## config.mk

```make
export PLATFORM = sky130hd
export DESIGN_NAME = block_buffer_cache_lru_unit
export DESIGN_NICKNAME = d
export VERILOG_FILES = /design/src/rtl/bbcl_pkg.sv /design/src/rtl/bbcl_ctrl.sv /design/src/rtl/bbcl_dp.sv /design/src/rtl/block_buffer_cache_lru_unit.sv
export SDC_FILE = /design/constraint.sdc
export NUM_CORES = 2
export LEC_CHECK = 0
export BUFFER_PORTS_ARGS = -buffer_cell sky130_fd_sc_hd__buf_2
export CAP_MARGIN = 20
export CORE_ASPECT_RATIO = 2
export CORE_MARGIN = 4
export CORE_UTILIZATION = 45
export DETAILED_ROUTE_END_ITERATION = 10
export HOLD_SLACK_MARGIN = 0.15
export PLACE_DENSITY = 0.58
export RECOVER_POWER = 100
export SLEW_MARGIN = 25
export SYNTH_ARGS = -nofsm -noshare
export SYNTH_HDL_FRONTEND = slang
export SYNTH_HIERARCHICAL = 1
export SYNTH_SLANG_ARGS = --single-unit
```

## constraint.sdc

```tcl
create_clock -name clk -period 12.22 [get_ports clk]
set_input_delay 2.444 -clock clk [delete_from_list [all_inputs] [get_ports clk]]
set_output_delay 2.444 -clock clk [all_outputs]
set_load 0.02 [all_outputs]
```

## src/rtl/bbcl_pkg.sv

```systemverilog
`timescale 1ns / 1ps
// ----------------------------------------------------------------------------
// bbcl_pkg: shared types and constants of the buffer cache LRU unit
// Slot entry layout, command and status codes, and the controller/datapath
// command and status bundles.
// ----------------------------------------------------------------------------
package bbcl_pkg;

	localparam int ENTRIES_DEF = 32;

	localparam int SLOT_W  = 5;
	localparam int DEV_W   = 8;
	localparam int BLK_W   = 32;
	localparam int STAMP_W = 32;
	localparam int REFS_W  = 8;
	localparam int CMD_W   = 2;
	localparam int STS_W   = 2;

	localparam logic [REFS_W-1:0] REFS_MAX = 8'd255;

	// command codes
	localparam logic [CMD_W-1:0] CMD_GET   = 2'd0;
	localparam logic [CMD_W-1:0] CMD_PIN   = 2'd1;
	localparam logic [CMD_W-1:0] CMD_UNPIN = 2'd2;

	// status codes
	localparam logic [STS_W-1:0] ST_OK   = 2'd0;
	localparam logic [STS_W-1:0] ST_FULL = 2'd1;
	localparam logic [STS_W-1:0] ST_ERR  = 2'd2;

	// one slot of the tag store
	typedef struct packed {
		logic [DEV_W-1:0]   dev;
		logic [BLK_W-1:0]   blk;
		logic [STAMP_W-1:0] stamp;
		logic [REFS_W-1:0]  refs;
		logic               assigned;
		logic               data_valid;
	} entry_t;

	// controller -> datapath
	typedef struct packed {
		logic load;     // capture the input word, clear scan results
		logic scan_rd;  // read slot at scan counter, advance counter
		logic slot_rd;  // read slot addressed by slot_index
		logic finish;   // update the store and drive the result
	} ctl_t;

	// datapath -> controller
	typedef struct packed {
		logic scan_last; // scan counter is on the last slot
	} sts_t;

endpackage

```

## src/rtl/bbcl_ctrl.sv

```systemverilog
`timescale 1ns / 1ps
// ----------------------------------------------------------------------------
// bbcl_ctrl: sequencer of the buffer cache LRU unit
// Steps a get through a full scan of the slot store, a pin or unpin through
// one slot read (a reserved code skips both), then has the datapath finish.
// ----------------------------------------------------------------------------
module bbcl_ctrl (
	input  logic                      clk,
	input  logic                      arst_n,
	input  logic                      start,
	input  logic [bbcl_pkg::CMD_W-1:0] command,
	input  bbcl_pkg::sts_t            sts,
	output bbcl_pkg::ctl_t            ctl,
	output logic                      busy
);

	typedef enum logic [2:0] {
		S_IDLE,
		S_SCAN,
		S_DRAIN,
		S_SLOT_RD,
		S_FINISH
	} state_t;

	state_t state_q;
	logic   busy_q;

	// state and registered busy
	always_ff @(posedge clk or negedge arst_n) begin
		if (!arst_n) begin
			state_q <= S_IDLE;
			busy_q  <= 1'b0;
		end else begin
			unique case (state_q)
				S_IDLE: begin
					if (start) begin
						busy_q <= 1'b1;
						unique case (command) inside
							bbcl_pkg::CMD_GET:                      state_q <= S_SCAN;
							bbcl_pkg::CMD_PIN, bbcl_pkg::CMD_UNPIN: state_q <= S_SLOT_RD;
							default:                                state_q <= S_FINISH;
						endcase
					end
				end
				S_SCAN: begin
					if (sts.scan_last) begin
						state_q <= S_DRAIN;
					end
				end
				S_DRAIN: begin
					state_q <= S_FINISH;
				end
				S_SLOT_RD: begin
					state_q <= S_FINISH;
				end
				S_FINISH: begin
					state_q <= S_IDLE;
					busy_q  <= 1'b0;
				end
				default: begin
					state_q <= S_IDLE;
					busy_q  <= 1'b0;
				end
			endcase
		end
	end

	// command decode
	always_comb begin
		ctl         = '0;
		ctl.load    = (state_q == S_IDLE) && start;
		ctl.scan_rd = (state_q == S_SCAN);
		ctl.slot_rd = (state_q == S_SLOT_RD);
		ctl.finish  = (state_q == S_FINISH);
	end

	assign busy = busy_q;

	// busy tracks the non-idle states
	a_busy_state: assert property (@(posedge clk) disable iff (!arst_n)
		busy_q == (state_q != S_IDLE))
		else $error("busy out of step with state");

	// a scan always ends through the drain step
	a_scan_drain: assert property (@(posedge clk) disable iff (!arst_n)
		(state_q == S_SCAN) && sts.scan_last |=> (state_q == S_DRAIN))
		else $error("scan did not drain");

	// finish returns to idle
	a_finish_idle: assert property (@(posedge clk) disable iff (!arst_n)
		(state_q == S_FINISH) |=> (state_q == S_IDLE) && !busy_q)
		else $error("finish did not return to idle");

endmodule

```

## src/rtl/bbcl_dp.sv

```systemverilog
`timescale 1ns / 1ps
// ----------------------------------------------------------------------------
// bbcl_dp: slot store and datapath of the buffer cache LRU unit
// Single-port slot memory with per-slot valid bits, tag match and oldest
// free slot search over a sequential scan, count update and result registers.
// ----------------------------------------------------------------------------
module bbcl_dp #(
	parameter int ENTRIES = bbcl_pkg::ENTRIES_DEF
) (
	input  logic                          clk,
	input  logic                          arst_n,
	input  bbcl_pkg::ctl_t                ctl,
	output bbcl_pkg::sts_t                sts,
	input  logic [bbcl_pkg::CMD_W-1:0]    command,
	input  logic [bbcl_pkg::DEV_W-1:0]    device,
	input  logic [bbcl_pkg::BLK_W-1:0]    block_number,
	input  logic [bbcl_pkg::SLOT_W-1:0]   slot_index,
	input  logic [bbcl_pkg::STAMP_W-1:0]  now,
	output logic                          done,
	output logic [bbcl_pkg::SLOT_W-1:0]   result_slot,
	output logic                          hit,
	output logic                          fill_needed,
	output logic [bbcl_pkg::STS_W-1:0]    status
);

	localparam int IW = (ENTRIES > 1) ? $clog2(ENTRIES) : 1;
	localparam logic [IW-1:0] LAST_IDX = IW'(ENTRIES - 1);

	// captured input word
	logic [bbcl_pkg::CMD_W-1:0]   cmd_q;
	logic [bbcl_pkg::DEV_W-1:0]   dev_q;
	logic [bbcl_pkg::BLK_W-1:0]   blk_q;
	logic [bbcl_pkg::SLOT_W-1:0]  idx_q;
	logic [bbcl_pkg::STAMP_W-1:0] now_q;

	// slot store
	bbcl_pkg::entry_t mem [ENTRIES];
	logic [ENTRIES-1:0] vld_q;

	logic               rd_en;
	logic [IW-1:0]      rd_addr;
	bbcl_pkg::entry_t   rd_s1;
	logic               rd_vld_s1;
	logic [IW-1:0]      rd_addr_s1;
	logic               eval_s1;

	logic               wr_en;
	logic [IW-1:0]      wr_addr;
	bbcl_pkg::entry_t   wr_data;

	// scan state
	logic [IW-1:0]               cnt_q;
	logic                        match_q;
	logic [IW-1:0]               match_idx_q;
	logic [bbcl_pkg::REFS_W-1:0] match_refs_q;
	logic                        match_dv_q;
	logic                        found_q;
	logic [IW-1:0]               pick_q;
	logic [bbcl_pkg::STAMP_W-1:0] best_q;

	// evaluation of the slot just read
	bbcl_pkg::entry_t ev;
	logic             ev_match;
	logic             ev_free;

	// finish results
	logic [IW-1:0]                idx_addr;
	logic                         in_range;
	logic [bbcl_pkg::SLOT_W-1:0]  o_slot;
	logic                         o_hit;
	logic                         o_fill;
	logic [bbcl_pkg::STS_W-1:0]   o_status;

	// output registers
	logic                         done_q;
	logic [bbcl_pkg::SLOT_W-1:0]  result_slot_q;
	logic                         hit_q;
	logic                         fill_q;
	logic [bbcl_pkg::STS_W-1:0]   status_q;

	assign idx_addr      = IW'(idx_q);
	assign in_range      = (32'(idx_q) < 32'(ENTRIES));
	assign sts.scan_last = (cnt_q == LAST_IDX);

	// input capture
	always_ff @(posedge clk) begin
		if (ctl.load) begin
			cmd_q <= command;
			dev_q <= device;
			blk_q <= block_number;
			idx_q <= slot_index;
			now_q <= now;
		end
	end

	// read port address select
	assign rd_en   = ctl.scan_rd || ctl.slot_rd;
	assign rd_addr = ctl.scan_rd ? cnt_q : idx_addr;

	// memory: one write, one registered read
	always_ff @(posedge clk) begin
		if (wr_en) begin
			mem[wr_addr] <= wr_data;
		end
		if (rd_en) begin
			rd_s1 <= mem[rd_addr];
		end
	end

	// valid bits, read tag and scan counter
	always_ff @(posedge clk or negedge arst_n) begin
		if (!arst_n) begin
			vld_q      <= '0;
			rd_vld_s1  <= 1'b0;
			rd_addr_s1 <= '0;
			eval_s1    <= 1'b0;
			cnt_q      <= '0;
		end else begin
			if (wr_en) begin
				vld_q[wr_addr] <= 1'b1;
			end
			if (rd_en) begin
				rd_vld_s1  <= vld_q[rd_addr];
				rd_addr_s1 <= rd_addr;
			end
			eval_s1 <= ctl.scan_rd;
			if (ctl.load) begin
				cnt_q <= '0;
			end else if (ctl.scan_rd) begin
				cnt_q <= cnt_q + IW'(1);
			end
		end
	end

	// a never-written slot reads as the reset value
	always_comb begin
		ev       = rd_vld_s1 ? rd_s1 : '0;
		ev_match = ev.assigned && (ev.dev == dev_q) && (ev.blk == blk_q);
		ev_free  = (ev.refs == '0) && (!found_q || (ev.stamp < best_q));
	end

	// first match and oldest unreferenced slot, lowest index on ties
	always_ff @(posedge clk or negedge arst_n) begin
		if (!arst_n) begin
			match_q <= 1'b0;
			found_q <= 1'b0;
		end else if (ctl.load) begin
			match_q <= 1'b0;
			found_q <= 1'b0;
		end else if (eval_s1) begin
			if (!match_q && ev_match) begin
				match_q <= 1'b1;
			end
			if (ev_free) begin
				found_q <= 1'b1;
			end
		end
	end

	always_ff @(posedge clk) begin
		if (eval_s1) begin
			if (!match_q && ev_match) begin
				match_idx_q  <= rd_addr_s1;
				match_refs_q <= ev.refs;
				match_dv_q   <= ev.data_valid;
			end
			if (ev_free) begin
				pick_q <= rd_addr_s1;
				best_q <= ev.stamp;
			end
		end
	end

	// store update and result of the finishing word
	always_comb begin
		wr_en    = 1'b0;
		wr_addr  = idx_addr;
		wr_data  = ev;
		o_slot   = '0;
		o_hit    = 1'b0;
		o_fill   = 1'b0;
		o_status = bbcl_pkg::ST_ERR;
		case (cmd_q)
			bbcl_pkg::CMD_GET: begin
				wr_data.dev        = dev_q;
				wr_data.blk        = blk_q;
				wr_data.stamp      = now_q;
				wr_data.assigned   = 1'b1;
				wr_data.data_valid = 1'b1;
				if (match_q) begin
					wr_en        = ctl.finish;
					wr_addr      = match_idx_q;
					wr_data.refs = (match_refs_q == bbcl_pkg::REFS_MAX) ?
						match_refs_q : match_refs_q + 8'd1;
					o_slot   = bbcl_pkg::SLOT_W'(match_idx_q);
					o_hit    = 1'b1;
					o_fill   = !match_dv_q;
					o_status = bbcl_pkg::ST_OK;
				end else if (found_q) begin
					wr_en        = ctl.finish;
					wr_addr      = pick_q;
					wr_data.refs = 8'd1;
					o_slot   = bbcl_pkg::SLOT_W'(pick_q);
					o_fill   = 1'b1;
					o_status = bbcl_pkg::ST_OK;
				end else begin
					o_status = bbcl_pkg::ST_FULL;
				end
			end
			bbcl_pkg::CMD_PIN: begin
				o_slot = idx_q;
				if (in_range) begin
					wr_en        = ctl.finish;
					wr_data.refs = (ev.refs == bbcl_pkg::REFS_MAX) ?
						ev.refs : ev.refs + 8'd1;
					o_status = bbcl_pkg::ST_OK;
				end
			end
			bbcl_pkg::CMD_UNPIN: begin
				o_slot = idx_q;
				if (in_range && (ev.refs != '0)) begin
					wr_en        = ctl.finish;
					wr_data.refs = ev.refs - 8'd1;
					o_status = bbcl_pkg::ST_OK;
				end
			end
			default: begin
				o_status = bbcl_pkg::ST_ERR;
			end
		endcase
	end

	// result registers, strobe for one cycle
	always_ff @(posedge clk or negedge arst_n) begin
		if (!arst_n) begin
			done_q <= 1'b0;
		end else begin
			done_q <= ctl.finish;
		end
	end

	always_ff @(posedge clk) begin
		if (ctl.finish) begin
			result_slot_q <= o_slot;
			hit_q         <= o_hit;
			fill_q        <= o_fill;
			status_q      <= o_status;
		end
	end

	assign done        = done_q;
	assign result_slot = result_slot_q;
	assign hit         = hit_q;
	assign fill_needed = fill_q;
	assign status      = status_q;

	// a hit is always a good get
	a_hit_ok: assert property (@(posedge clk) disable iff (!arst_n)
		done_q && hit_q |-> (status_q == bbcl_pkg::ST_OK))
		else $error("hit reported with error status");

	// full cache reports nothing else
	a_full_clean: assert property (@(posedge clk) disable iff (!arst_n)
		done_q && (status_q == bbcl_pkg::ST_FULL) |->
			!hit_q && !fill_q && (result_slot_q == '0))
		else $error("full status with slot data");

	// the store is written only while finishing
	a_write_finish: assert property (@(posedge clk) disable iff (!arst_n)
		wr_en |-> ctl.finish && !rd_en)
		else $error("store write outside finish");

endmodule

```

## src/rtl/block_buffer_cache_lru_unit.sv

```systemverilog
`timescale 1ns / 1ps
// ----------------------------------------------------------------------------
// block_buffer_cache_lru_unit: buffer cache tag and LRU replacement engine
// Get looks up a device/block pair and on a miss retags the oldest
// unreferenced slot; pin and unpin adjust a slot's reference count.
//
//   channel  | handshake          | word
//   ---------+--------------------+-------------------------------------------
//   request  | start, busy        | command, device, block_number,
//            |                    | slot_index, now
//   result   | done (strobe)      | result_slot, hit, fill_needed, status
//
// A word is taken at a clock edge with start high and busy low.
// Get scans the single-port slot store one slot per cycle, then drains and
// finishes; pin/unpin reads one slot, then finishes; reserved only finishes.
// The result shows as busy falls, for one cycle, with done high;
// a new word may be taken in that same cycle.
// Reset clears all slots at once through per-slot valid bits; no sweep.
// The receiver cannot stall the result.
// ----------------------------------------------------------------------------
module block_buffer_cache_lru_unit #(
	parameter int ENTRIES = bbcl_pkg::ENTRIES_DEF
) (
	input  logic                          clk,
	input  logic                          arst_n,
	input  logic                          start,
	output logic                          busy,
	input  logic [bbcl_pkg::CMD_W-1:0]    command,
	input  logic [bbcl_pkg::DEV_W-1:0]    device,
	input  logic [bbcl_pkg::BLK_W-1:0]    block_number,
	input  logic [bbcl_pkg::SLOT_W-1:0]   slot_index,
	input  logic [bbcl_pkg::STAMP_W-1:0]  now,
	output logic                          done,
	output logic [bbcl_pkg::SLOT_W-1:0]   result_slot,
	output logic                          hit,
	output logic                          fill_needed,
	output logic [bbcl_pkg::STS_W-1:0]    status
);

	bbcl_pkg::ctl_t ctl;
	bbcl_pkg::sts_t sts;

	// sequencer
	bbcl_ctrl u_ctrl (
		.clk     (clk),
		.arst_n  (arst_n),
		.start   (start),
		.command (command),
		.sts     (sts),
		.ctl     (ctl),
		.busy    (busy)
	);

	// slot store and datapath
	bbcl_dp #(
		.ENTRIES (ENTRIES)
	) u_dp (
		.clk          (clk),
		.arst_n       (arst_n),
		.ctl          (ctl),
		.sts          (sts),
		.command      (command),
		.device       (device),
		.block_number (block_number),
		.slot_index   (slot_index),
		.now          (now),
		.done         (done),
		.result_slot  (result_slot),
		.hit          (hit),
		.fill_needed  (fill_needed),
		.status       (status)
	);

endmodule
```

==> results_dict.tcl <==
set metrics [dict create \
    crit_path_max_incr_delay_ps 2390 \
    synthesis.nets 8915 \
    skew_ps 55.17 \
    post-cts-setup-buffer-count 0 \
    ys_types 77 \
    hold_class "reg2reg" \
    min_period_ps 8889 \
    grtUsageTotal 0.2857 \
    fp.dieW_um 378.9 \
    violations "max-capacitance violations, max-slew violations" \
    drive_gt1_frac 0.1075 \
    syn_avg_cell_area_um2 14.08 \
    syn2layout_area_growth_pct 10.28 \
    postCtsResizedCells 0 \
    synth_seq_cells 2896 \
    row_count 272 \
    grt_start_max_net_pins 195 \
    final_antenna_net_count 0 \
    layout_common_cells "edfxtp_1 (2845), a21oi_1 (1011), nand2_1 (592), nand3_1 (370), inv_1 (360)" \
    worst_pin_slew_ps 4159 \
    gp_congestion 0.8634 \
    crit_required_ps 12580 \
    hold_ws_ps 467.7 \
    maxSlewHeadroom -1.802 \
    clk_pin_slew_worst_paths_ps 70 \
    cts_tree "built" \
    cap_violations 82 \
    setup_viol 0 \
    fin_crit_sh 0.7274 \
    drcViolationCount 0 \
    drt_iter0_drc 9395 \
    place_inst 11955 \
    cts_buffers 271 \
    io_buffers 92 \
    crit_path_end_kind "register" \
    ys_seq_area_frac 0.7004 \
    power_leakage_nw 43.47 \
    wl_per_cell_um 33.19 \
    drt_pass1_iterations 8 \
    dieArea_um2 284100 \
    ir_drop_v 0.0001836 \
    start_kind "register" \
    syn_inst 8792 \
    crit_chain "inv_1, ha_1, inv_1, clkbuf_1, nor2_1, o21ai_0, nand2_1, nor2_4, buf_6, clkbuf_1" \
    cts_max_level 5 \
    final_common_cell "edfxtp_1" \
    clkSinkCount 2896 \
    crit_slowest_cell "clkbuf_1" \
    viasPerCell 6.610 \
    syn_area_um2 123800 \
    powerDensity_nw_per_um2 252.1 \
    insertion_delay_ps 870 \
    chipHeight_um 749.8 \
    layout.nets 8793 \
    grt_setup_unrepaired "false" \
    grt_pass1_vias 81589 \
    pin_count 93 \
    postPlaceCellArea_um2 128400 \
    synth_enable_flop_cells 2845 \
    status "complete, but fails checks" \
    instances_no_fill 12442 \
    path_max_fanout 52 \
    initial_core_util 0.4519 \
    dp_hpwl_um 228000 \
    overflow 0 \
    antenna_found_initial 18 \
    hold_viol_final 0 \
    maxSlewViolCount 2597 \
    setup.worst_path.class "reg2reg" \
    critPathArrivalTime_ps 9250 \
    fmax_mhz 112.5 \
    grt_pass1_wl_um 586300 \
    clockRootBuffer "clkbuf_16" \
    vias 82247 \
    synthFlopType "edfxtp_1" \
    cts_buffer_depth 4 \
    drt_wl_total_um 412900 \
    ys_warn_count 6 \
    core_area_um2 274000 \
    final_cell_area_um2 136500 \
    ctsHoldBuffers 0 \
    synth_async_sr_flop_share 0.01761 \
    fin_tns_setup_ps 0 \
]
-- metal layers --
metal | vias up | part of all wire | track usage
li1 | 34219 | - | -
met1 | 42289 | 0.36 | 0.3480
met2 | 4552 | 0.49 | 0.4850
met3 | 1179 | 0.084 | 0.04550
met4 | 8 | 0.068 | 0.1586
met5 | - | 0.00014 | 0
-- kinds of logic after synthesis --
family	count (synthesis)	share of synthesized area
flops	2896	0.7004
compound gates	2809	0.1416
simple gates	1619	0.06010
buf+inv	1062	0.03377
mux	344	0.05849
fa+ha+maj	41	0.004144
xor+xnor	21	0.001486
-- where the power goes --
part,internal [W],switching (W)
combinational,0.00359,0.00871
sequential,0.0129,0.000572
clock,0.00489,0.00376
-- critical path, delay by kind of cell (launching register included) --
kind / cells / cell delay (ps)
adders and majority gates: 1 / 630
AOI/OAI and AO/OA: 1 / 660
buffers and inverters: 5 / 5770
and+or+nand+nor: 3 / 870
DFF: 1 / 400
-- registers in the layout, summed over array words and instances (netlist names), 2 cells and up --
name	flops
u_dp/mem	2624
u_dp/idx_addr	5
u_dp/status	2
u_dp/match_refs_q	8
u_dp/best_q	32
u_ctrl/state_q	3
u_dp/result_slot	5
u_dp/blk_q	32
u_dp/rd_addr_s1	5
u_dp/vld_q	32
u_dp/pick_q	5
u_dp/cnt_q	5
u_dp/match_idx_q	5
u_dp/dev_q	8
u_dp/cmd_q	2
u_dp/rd_s1	82
u_dp/now_q	32
-- path summary, 6_finish.rpt --
check	from	endpoint	slack (ps)	cells after the start
worst max-delay path	u_dp/cmd_q[1]	u_dp/mem[5][77]	3330	10
worst min-delay path	u_dp/vld_q[5]	u_dp/vld_q[5]	470	1
worst max register to register	u_dp/cmd_q[1]	u_dp/mem[5][77]	3330	10
worst min register to register	u_dp/vld_q[5]	u_dp/vld_q[5]	470	1
max in group asynchronous	arst_n	u_dp/cnt_q[0]	7090	2
min in group asynchronous	arst_n	u_dp/cnt_q[1]	2770	2
-- through the flow --
stage                     setup WS, ps  total power (W)  utilization
after global placement            6478          0.02545       0.4681
after CTS                         6440          0.03429       0.5006
after global routing              3217          0.03569       0.4983
after detailed placement          6462          0.02568       0.4685
final                             3331          0.03441       0.4984
after floorplan                  522.9          0.02100            -
-- final cells by class --
cell class / instances / area, um2
Antenna cell: 12 / 30.03
Clock buffer: 324 / 7192
Clock inverter: 147 / 1607
Fill cell: 22877 / 137400
Inverter: 363 / 1378
Multi-Input combinational cell: 4834 / 33080
Sequential cell: 2896 / 86720
Tap cell: 3562 / 4457
Timing Repair Buffer: 304 / 2073
-- cells in the mapped netlist, drive strengths merged, types with 6 or more instances --
cell type / instances / area [um2]
inv: 362 / 1359
xor2: 7 / 61.31
a21boi: 8 / 60.06
nor2b: 32 / 200.2
or2: 34 / 212.7
o21ai: 335 / 1680
ha: 41 / 513.0
o221ai: 46 / 402.9
and3: 16 / 100.1
o31ai: 12 / 95.09
nand3: 370 / 1857
o211ai: 296 / 2222
and2: 35 / 219.0
mux4: 300 / 6756
nand4: 16 / 112.6
a22o: 46 / 402.9
nor3: 256 / 1281
a221oi: 6 / 52.55
nor2: 193 / 724.4
or3: 14 / 87.58
o22ai: 328 / 2052
a21o: 10 / 75.07
edfxtp: 2845 / 85430
nand2: 594 / 2230
a21oi: 1011 / 5060
dfrtp: 51 / 1276
a31oi: 14 / 87.58
a211oi: 322 / 2422
o21a: 297 / 2230
nor4: 36 / 231.5
o311ai: 11 / 96.34
clkbuf: 491 / 1843
xnor2: 14 / 122.6
mux2i: 9 / 90.09
a32o: 11 / 110.1
mux2: 35 / 394.1
a311oi: 13 / 113.9
a22oi: 19 / 142.6
buf: 208 / 974.7
Power figures use the tool's default switching activity.
